<file path="config.mk">
export PLATFORM = sky130hd
export DESIGN_NAME = sliding_window_arq_sender
export DESIGN_NICKNAME = d
export VERILOG_FILES = /design/src/sv/swarq_pkg.sv /design/src/sv/swarq_slots.sv /design/src/sv/swarq_seq.sv /design/src/sv/sliding_window_arq_sender.sv
export SDC_FILE = /design/constraint.sdc
export NUM_CORES = 1
export LEC_CHECK = 0
export BUFFER_PORTS_ARGS = -buffer_cell sky130_fd_sc_hd__buf_2
export CORE_ASPECT_RATIO = 0.8
export CORE_UTILIZATION = 57
export CTS_BUF_LIST = sky130_fd_sc_hd__clkbuf_4 sky130_fd_sc_hd__clkbuf_8
export DETAILED_ROUTE_END_ITERATION = 8
export GPL_ROUTABILITY_DRIVEN = 0
export GPL_TIMING_DRIVEN = 0
export PLACE_DENSITY = 0.74
export SLEW_MARGIN = 40
export SYNTH_ARGS = -nofsm -noshare
export SYNTH_HDL_FRONTEND = slang
export SYNTH_SLANG_ARGS = --single-unit
</file>
<file path="constraint.sdc">
create_clock -name clk -period 10.3 [get_ports clk]
set_input_delay 0.515 -clock clk [delete_from_list [all_inputs] [get_ports clk]]
set_output_delay 0.515 -clock clk [all_outputs]
set_load 0.02 [all_outputs]
</file>
<file path="src/sv/swarq_pkg.sv">
// Shared types and constants for the sliding-window ARQ sender.
package swarq_pkg;

  localparam int WINDOW_MAX_DEF = 16;
  localparam int TIME_BITS_DEF  = 16;

  localparam int CFG_IDX_W  = 2;
  localparam int CFG_DATA_W = 16;
  localparam int FRAME_W    = 16;
  localparam int SLOTS_W    = 5;

  localparam logic [CFG_IDX_W-1:0] REG_WINDOW_SLOTS  = 2'd0;
  localparam logic [CFG_IDX_W-1:0] REG_TIMEOUT_TICKS = 2'd1;
  localparam logic [CFG_IDX_W-1:0] REG_TOTAL_FRAMES  = 2'd2;

  localparam logic [SLOTS_W-1:0] WINDOW_SLOTS_RST  = 5'd4;
  localparam logic [FRAME_W-1:0] TIMEOUT_TICKS_RST = 16'd5000;
  localparam logic [FRAME_W-1:0] TOTAL_FRAMES_RST  = 16'd10;

  localparam logic ACT_TICK = 1'b0;
  localparam logic ACT_ACK  = 1'b1;

  typedef struct packed {
    logic shift;
    logic ack_we;
    logic mark_we;
  } slot_ctl_t;

endpackage

</file>
<file path="src/sv/swarq_slots.sv">
// Window slot store: acknowledged and sent marks and send stamps, with a one-slot shift.
module swarq_slots #(
  parameter int WINDOW_MAX = swarq_pkg::WINDOW_MAX_DEF,
  parameter int TIME_BITS  = swarq_pkg::TIME_BITS_DEF,
  parameter int IDX_W      = (WINDOW_MAX > 1) ? $clog2(WINDOW_MAX) : 1,
  parameter int CNT_W      = $clog2(WINDOW_MAX + 1)
) (
  input  logic                    clk,
  input  logic                    rst_n,
  input  swarq_pkg::slot_ctl_t    ctl,
  input  logic [CNT_W-1:0]        live,
  input  logic [IDX_W-1:0]        ack_idx,
  input  logic [IDX_W-1:0]        rd_idx,
  input  logic [TIME_BITS-1:0]    time_now,
  output logic                    head_acked,
  output logic                    rd_acked,
  output logic                    rd_sent,
  output logic [TIME_BITS-1:0]    rd_stamp
);

  logic [WINDOW_MAX-1:0] acked_r;
  logic [WINDOW_MAX-1:0] sent_r;
  logic [TIME_BITS-1:0]  stamp_r [WINDOW_MAX];

  assign head_acked = acked_r[0];
  assign rd_acked   = acked_r[rd_idx];
  assign rd_sent    = sent_r[rd_idx];
  assign rd_stamp   = stamp_r[rd_idx];

  always_ff @(posedge clk) begin
    if (!rst_n) begin
      acked_r <= '0;
      sent_r  <= '0;
    end else if (ctl.shift) begin
      for (int i = 0; i < WINDOW_MAX; i++) begin
        if (CNT_W'(i + 1) < live) begin
          acked_r[i] <= acked_r[(i + 1) % WINDOW_MAX];
          sent_r[i]  <= sent_r[(i + 1) % WINDOW_MAX];
        end else if (CNT_W'(i + 1) == live) begin
          acked_r[i] <= 1'b0;
          sent_r[i]  <= 1'b0;
        end
      end
    end else if (ctl.ack_we) begin
      acked_r[ack_idx] <= 1'b1;
    end else if (ctl.mark_we) begin
      sent_r[rd_idx] <= 1'b1;
    end
  end

  always_ff @(posedge clk) begin
    if (ctl.shift) begin
      for (int i = 0; i < WINDOW_MAX; i++) begin
        if (CNT_W'(i + 1) < live) begin
          stamp_r[i] <= stamp_r[(i + 1) % WINDOW_MAX];
        end
      end
    end else if (ctl.mark_we) begin
      stamp_r[rd_idx] <= time_now;
    end
  end

endmodule

</file>
<file path="src/sv/swarq_seq.sv">
// Sequencer: time counter, window base, slide and scan steps, and the send order register.
module swarq_seq #(
  parameter int WINDOW_MAX = swarq_pkg::WINDOW_MAX_DEF,
  parameter int TIME_BITS  = swarq_pkg::TIME_BITS_DEF,
  parameter int IDX_W      = (WINDOW_MAX > 1) ? $clog2(WINDOW_MAX) : 1,
  parameter int CNT_W      = $clog2(WINDOW_MAX + 1)
) (
  input  logic                             clk,
  input  logic                             rst_n,
  input  logic                             start,
  input  logic                             in_action,
  input  logic [swarq_pkg::FRAME_W-1:0]    in_ack_frame,
  input  logic [CNT_W-1:0]                 live,
  input  logic [swarq_pkg::FRAME_W-1:0]    timeout_ticks,
  input  logic [swarq_pkg::FRAME_W-1:0]    total_frames,
  input  logic                             head_acked,
  input  logic                             rd_acked,
  input  logic                             rd_sent,
  input  logic [TIME_BITS-1:0]             rd_stamp,
  output swarq_pkg::slot_ctl_t             ctl,
  output logic [IDX_W-1:0]                 ack_idx,
  output logic [IDX_W-1:0]                 rd_idx,
  output logic [TIME_BITS-1:0]             time_now,
  output logic                             busy,
  output logic                             out_valid,
  output logic [swarq_pkg::FRAME_W-1:0]    out_frame_id,
  output logic                             out_is_resend,
  output logic                             out_last
);

  localparam int EL_W = (TIME_BITS > swarq_pkg::FRAME_W) ? TIME_BITS : swarq_pkg::FRAME_W;

  typedef enum logic [1:0] {ST_IDLE, ST_SLIDE, ST_SCAN, ST_FLUSH} state_t;

  state_t                          state_r;
  logic [swarq_pkg::FRAME_W-1:0]   base_r;
  logic [TIME_BITS-1:0]            time_r;
  logic [IDX_W-1:0]                idx_r;
  logic                            pend_v_r;
  logic [swarq_pkg::FRAME_W-1:0]   pend_frame_r;
  logic                            pend_resend_r;
  logic                            out_valid_r;
  logic [swarq_pkg::FRAME_W-1:0]   out_frame_r;
  logic                            out_resend_r;
  logic                            out_last_r;

  logic                            accept;
  logic [swarq_pkg::FRAME_W-1:0]   ack_off;
  logic [swarq_pkg::FRAME_W:0]     frame_sum;
  logic                            in_range;
  logic [TIME_BITS-1:0]            elapsed;
  logic                            lost;
  logic                            hit;
  logic                            idx_last;

  assign accept    = start && (state_r == ST_IDLE);
  assign ack_off   = in_ack_frame - base_r;
  assign ack_idx   = ack_off[IDX_W-1:0];
  assign rd_idx    = idx_r;
  assign time_now  = time_r;
  assign busy      = (state_r != ST_IDLE);

  assign frame_sum = {1'b0, base_r} + (swarq_pkg::FRAME_W + 1)'(idx_r);
  assign in_range  = !frame_sum[swarq_pkg::FRAME_W] &&
                     (frame_sum[swarq_pkg::FRAME_W-1:0] < total_frames);
  assign elapsed   = time_r - rd_stamp;
  assign lost      = !rd_acked && (EL_W'(elapsed) > EL_W'(timeout_ticks));
  assign hit       = (state_r == ST_SCAN) && in_range && (!rd_sent || lost);
  assign idx_last  = (CNT_W'(idx_r) == live - CNT_W'(1));

  assign ctl.shift   = (state_r == ST_SLIDE) && head_acked;
  assign ctl.ack_we  = accept && (in_action == swarq_pkg::ACT_ACK) &&
                       (ack_off < swarq_pkg::FRAME_W'(live));
  assign ctl.mark_we = hit;

  assign out_valid     = out_valid_r;
  assign out_frame_id  = out_frame_r;
  assign out_is_resend = out_resend_r;
  assign out_last      = out_last_r;

  always_ff @(posedge clk) begin
    if (!rst_n) begin
      state_r     <= ST_IDLE;
      base_r      <= '0;
      time_r      <= '0;
      idx_r       <= '0;
      pend_v_r    <= 1'b0;
      out_valid_r <= 1'b0;
    end else begin
      out_valid_r <= 1'b0;
      unique case (state_r)
        ST_IDLE: begin
          if (accept && (in_action == swarq_pkg::ACT_TICK)) begin
            time_r  <= time_r + TIME_BITS'(1);
            state_r <= ST_SLIDE;
          end
        end
        ST_SLIDE: begin
          if (head_acked) begin
            base_r <= base_r + swarq_pkg::FRAME_W'(1);
          end else begin
            idx_r    <= '0;
            pend_v_r <= 1'b0;
            state_r  <= ST_SCAN;
          end
        end
        ST_SCAN: begin
          if (hit) begin
            if (pend_v_r) begin
              out_valid_r  <= 1'b1;
              out_frame_r  <= pend_frame_r;
              out_resend_r <= pend_resend_r;
              out_last_r   <= 1'b0;
            end
            pend_v_r      <= 1'b1;
            pend_frame_r  <= frame_sum[swarq_pkg::FRAME_W-1:0];
            pend_resend_r <= rd_sent;
          end
          idx_r <= idx_r + IDX_W'(1);
          if (idx_last) begin
            state_r <= ST_FLUSH;
          end
        end
        ST_FLUSH: begin
          if (pend_v_r) begin
            out_valid_r  <= 1'b1;
            out_frame_r  <= pend_frame_r;
            out_resend_r <= pend_resend_r;
            out_last_r   <= 1'b1;
          end
          pend_v_r <= 1'b0;
          state_r  <= ST_IDLE;
        end
        default: state_r <= ST_IDLE;
      endcase
    end
  end

endmodule

</file>
<file path="src/sv/sliding_window_arq_sender.sv">
// Top level of the selective-repeat ARQ sender window: configuration registers and wiring.
//
//   Channel  Ports                                   Handshake
//   input    in_action, in_ack_frame                 accepted when start high and busy low
//   result   out_frame_id, out_is_resend, out_last   one cycle per send order on out_valid
//   config   cfg_index, cfg_data                     written when cfg_we is high
//
// An acknowledgement transaction is taken and busy stays low. A tick keeps busy high in
// the slide state, which shifts out the run of acknowledged slots at the window start, the
// scan state, which visits each window slot through the shared elapsed-time comparator at
// one slot a cycle, and the flush state, which releases the final order. That order is
// on the result ports in the cycle in which busy goes low; the receiver cannot stall.
// Reset is synchronous and clears all marks at once, with no clearing pass.
module sliding_window_arq_sender #(
  parameter int WINDOW_MAX = swarq_pkg::WINDOW_MAX_DEF,
  parameter int TIME_BITS  = swarq_pkg::TIME_BITS_DEF
) (
  input  logic                              clk,
  input  logic                              rst_n,
  input  logic                              start,
  output logic                              busy,
  input  logic                              in_action,
  input  logic [swarq_pkg::FRAME_W-1:0]     in_ack_frame,
  output logic                              out_valid,
  output logic [swarq_pkg::FRAME_W-1:0]     out_frame_id,
  output logic                              out_is_resend,
  output logic                              out_last,
  input  logic                              cfg_we,
  input  logic [swarq_pkg::CFG_IDX_W-1:0]   cfg_index,
  input  logic [swarq_pkg::CFG_DATA_W-1:0]  cfg_data
);

  localparam int IDX_W = (WINDOW_MAX > 1) ? $clog2(WINDOW_MAX) : 1;
  localparam int CNT_W = $clog2(WINDOW_MAX + 1);

  logic [swarq_pkg::SLOTS_W-1:0]  window_slots_r;
  logic [swarq_pkg::FRAME_W-1:0]  timeout_ticks_r;
  logic [swarq_pkg::FRAME_W-1:0]  total_frames_r;

  logic [CNT_W-1:0]        live;
  swarq_pkg::slot_ctl_t    ctl;
  logic [IDX_W-1:0]        ack_idx;
  logic [IDX_W-1:0]        rd_idx;
  logic [TIME_BITS-1:0]    time_now;
  logic                    head_acked;
  logic                    rd_acked;
  logic                    rd_sent;
  logic [TIME_BITS-1:0]    rd_stamp;

  always_ff @(posedge clk) begin
    if (!rst_n) begin
      window_slots_r  <= swarq_pkg::WINDOW_SLOTS_RST;
      timeout_ticks_r <= swarq_pkg::TIMEOUT_TICKS_RST;
      total_frames_r  <= swarq_pkg::TOTAL_FRAMES_RST;
    end else if (cfg_we) begin
      unique case (cfg_index)
        swarq_pkg::REG_WINDOW_SLOTS:  window_slots_r  <= cfg_data[swarq_pkg::SLOTS_W-1:0];
        swarq_pkg::REG_TIMEOUT_TICKS: timeout_ticks_r <= cfg_data;
        swarq_pkg::REG_TOTAL_FRAMES:  total_frames_r  <= cfg_data;
        default: ;
      endcase
    end
  end

  always_comb begin
    if (window_slots_r == '0) begin
      live = CNT_W'(1);
    end else if (9'(window_slots_r) > 9'(WINDOW_MAX)) begin
      live = CNT_W'(WINDOW_MAX);
    end else begin
      live = CNT_W'(window_slots_r);
    end
  end

  swarq_slots #(
    .WINDOW_MAX (WINDOW_MAX),
    .TIME_BITS  (TIME_BITS),
    .IDX_W      (IDX_W),
    .CNT_W      (CNT_W)
  ) u_slots (
    .clk        (clk),
    .rst_n      (rst_n),
    .ctl        (ctl),
    .live       (live),
    .ack_idx    (ack_idx),
    .rd_idx     (rd_idx),
    .time_now   (time_now),
    .head_acked (head_acked),
    .rd_acked   (rd_acked),
    .rd_sent    (rd_sent),
    .rd_stamp   (rd_stamp)
  );

  swarq_seq #(
    .WINDOW_MAX (WINDOW_MAX),
    .TIME_BITS  (TIME_BITS),
    .IDX_W      (IDX_W),
    .CNT_W      (CNT_W)
  ) u_seq (
    .clk              (clk),
    .rst_n            (rst_n),
    .start            (start),
    .in_action        (in_action),
    .in_ack_frame     (in_ack_frame),
    .live             (live),
    .timeout_ticks    (timeout_ticks_r),
    .total_frames     (total_frames_r),
    .head_acked       (head_acked),
    .rd_acked         (rd_acked),
    .rd_sent          (rd_sent),
    .rd_stamp         (rd_stamp),
    .ctl              (ctl),
    .ack_idx          (ack_idx),
    .rd_idx           (rd_idx),
    .time_now         (time_now),
    .busy             (busy),
    .out_valid        (out_valid),
    .out_frame_id     (out_frame_id),
    .out_is_resend    (out_is_resend),
    .out_last         (out_last)
  );

endmodule

</file>
==> reports/qor.csv <==
stage,metric,value,unit
routing,Vias/cell,6.64,
die,die area,42600,um2
critical_path,crit-path max cell delay,0.62,ns
die,Initial Utilization,58.2,%
worst_hold_path,min-delay src,cfg_data[9],
sta,Setup Skew,0.0520,ns
synth,Area contributors post-synth,"edfxtp_1 37%, dfxtp_1 9.5%, mux2_4 9.1%",
sta,Final Cycle Share,81.2,%
routing,initial DRC count,2614,
critical_path,reg2reg setup slack,1.93,ns
global_route,largest net degree at the start of global routing,18,
clock_tree,Bufs on Longest Clock Path,3,
critical_path,Worst setup EP type,flop,
clock_tree,clk slew on worst S/H paths,0.06,ns
die,num ports,59,
placement,Post-DP Area,25000,um2
sta,Max Clk Rate,120,MHz
critical_path,CP required,10.57,ns
synth,register area share after synthesis,46.3,%
clock_tree,setup bufs post-CTS,0,
worst_hold_path,Hold Path Class,in2reg,
die,Placement Rows,66,
synth,Seq cells post-synth,404,
placement,DP Wirelength,49.3,mm
critical_path,most frequent CP cell,a21oi_1,
synth,Ys Warns,0,
sta,Final Hold Violating Endpoints,0,
synth,"count leader, synth",edfxtp_1,
synth,mean post-synth cell area,12.2,um2
placement,port bufs,57,
critical_path,CP Max Fanout,16,
cells_and_area,fin nets,2206,
clock_tree,Hold Buf Count CTS,0,
cells_and_area,# diodes,0,
clock_tree,Num CTS Buffers,69,
synth,Post-synth top cells,"291 x edfxtp_1, 165 x nand2_1, 144 x mux2_4",
critical_path,crit start category,flop,
critical_path,Crit Path Category,reg2reg,
global_route,first-pass GRT wire length,106,mm
clock_tree,htree depth,3,
sta,Final TNS setup,0,ns
power_and_ir_drop,leakage,0.00980,uW
synth,synth unique cells,77,
power_and_ir_drop,Pwr Density,152,nW/um2
routing,First-pass DRT Iterations,7,
synth,top_reg_cell synth,edfxtp_1,
clock_tree,# resized after CTS,0,
global_route,initial antenna violation count,0,
status,status,completed,
synth,Synth Cell Area,23800,um2
critical_path,CP max stage cell,mux4_2,
worst_hold_path,Hold EP,timeout_ticks_r[9],
job,maxcap violations,0,
routing,WL/cell,26.5,um
synth,"EDFF count, synth",291,
synth,"area leader, netlist",edfxtp_1,
worst_hold_path,Worst Hold Path Cells,3,
sta,final period demand of the worst path,8.37,ns
global_route,vias in the first global route,17437,
clock_tree,Clock Latency Late Sink,0.69,ns
cells_and_area,layout cells sized above 1,28.7,%
sta,Slew Limit Fails,0,
routing,post-route ant nets,0,
global_route,total track usage,33.7,%
synth,cell count after synthesis,1942,
synth,top-area cell type share of the netlist area,36.7,%
global_route,total grt overflow,0,
cells_and_area,P&R area growth vs syn,11.0,%
critical_path,reg-to-reg endpoint,u_slots.stamp_r[13][1],
sta,relative slew slack,38.8,%
clock_tree,Sinks on Clock Net,404,
sta,Least-Margin Pin Slew,0.918,ns
critical_path,Arrival @ worst endpoint,8.64,ns
sta,RSZ-0062 raised after global routing,false,
cells_and_area,fillcell total,3079,
clock_tree,clk root buf,clkbuf_8,
power_and_ir_drop,Worst VDD drop,0.0000943,V
die,Core ar.,40900,um2
cells_and_area,"final std cell area, no fill",26400,um2
sta,Setup-failing EPs final,0,
synth,ys async rst share,0,%
clock_tree,CTS tree,built,
critical_path,worst r2r path cells,25,
routing,DRT Wirelength,71.0,mm
routing,DR vias,17740,
routing,Residual DRC,0,
die,die height,185,um
die,die width,230,um
synth,Mapped Nets,2069,
==> logic make-up after synthesis <==
logic type | after synthesis | synth area share [%]
AO/OA/AOI/OAI | 329 | 9.09
AND/OR/NAND/NOR | 465 | 9.92
multiplexers | 361 | 23.4
flip-flops | 404 | 46.3
buffers and inverters | 233 | 4.34
XOR/XNOR | 62 | 2.28
adder cells (fa/ha/maj) | 88 | 4.72
==> how the worst max path moves through the flow <==
stage                        endpoint  start  depth (start not counted)
6_report       u_slots.stamp_r[13][1]   flop                         25
3_5_place_dp   u_slots.stamp_r[13][8]   flop                         25
2_1_floorplan   u_slots.stamp_r[6][0]   flop                         25
5_1_grt        u_slots.stamp_r[13][2]   flop                         25
4_1_cts        u_slots.stamp_r[13][2]   flop                         25
3_3_place_gp   u_slots.stamp_r[14][8]   flop                         25
==> layout by cell type (no fill, tap or decap), types with 19 or more instances in the layout <==
cell type and instances:
nand2_1 157, buf_2 72, clkbuf_4 23, ha_1 85, mux4_2 87, o211ai_1 34, mux2_2 113, nor3_1 30
edfxtp_1 291, o21ai_0 41, clkbuf_8 73, xnor2_1 40, a31oi_1 20, buf_6 19, a21oi_1 106, dfxtp_1 113
nand3_1 65, clkbuf_1 82, nor2_1 94, mux2_4 144, inv_1 93, xor2_1 22
==> where the power goes <==
part | switching (uW) | leakage [uW] | internal [uW]
clock | 718 | 0.000704 | 768
combinational | 435 | 0.00556 | 300
sequential | 24.5 | 0.00353 | 1770
==> metal layers <==
metal	vias up	GRT usage, %	wire length [um]
met4	0	12.8	2670
met3	245	9.24	8480
met2	1160	48.9	30400
met1	8707	48.0	29400
met5	-	0	0
li1	7628	-	-
==> through the flow <==
stage	hold slack, ns	std cells	setup slack [ns]	power, uW	util (%)
after floorplan	0.400	1942	3.39	2330	-
after global placement	0.403	2543	0.849	2520	60.5
after detailed placement	0.405	2552	2.13	2540	61.2
after CTS	0.0761	2673	2.11	3990	64.5
after global routing	0.0960	2673	1.54	4130	64.6
final	0.107	2673	1.93	4020	64.6
==> cell type report <==
class,count,area [um2],area share (%)
Tap cell,544,681,2.58
Clock inverter,25,165,0.626
Timing Repair Buffer,66,438,1.66
Buffer,136,683,2.59
Inverter,97,364,1.38
Clock buffer,96,1180,4.46
Multi-Input combinational cell,1305,11900,45.0
Sequential cell,404,11000,41.7
==> registers in the layout, indices dropped and copies added (netlist names), named ones only <==
| signal | count |
|---|---|
| timeout_ticks_r | 16 |
| u_slots.acked_r | 16 |
| u_seq.out_valid | 1 |
| u_seq.out_is_resend | 1 |
| u_seq.out_last | 1 |
| u_seq.out_frame_id | 16 |
| u_seq.rd_idx | 4 |
| u_slots.sent_r | 16 |
| u_seq.time_now | 16 |
| u_seq.pend_v_r | 1 |
| u_seq.base_r | 16 |
| u_seq.pend_resend_r | 1 |
| u_seq.state_r | 2 |
| window_slots_r | 5 |
| u_seq.pend_frame_r | 16 |
| total_frames_r | 16 |
| u_slots.stamp_r | 256 |
==> worst max-delay path, delay by kind of cell, from the launching register on <==
kind / cells / cell delay [ns]
adders and majority gates: 2 / 0.56
and+or+nand+nor: 6 / 1.53
DFF: 1 / 0.32
AOI/OAI and AO/OA: 10 / 2.66
muxes: 2 / 1.16
buffers and inverters: 5 / 1.71
Note: power is estimated with default switching activity, not from simulation.
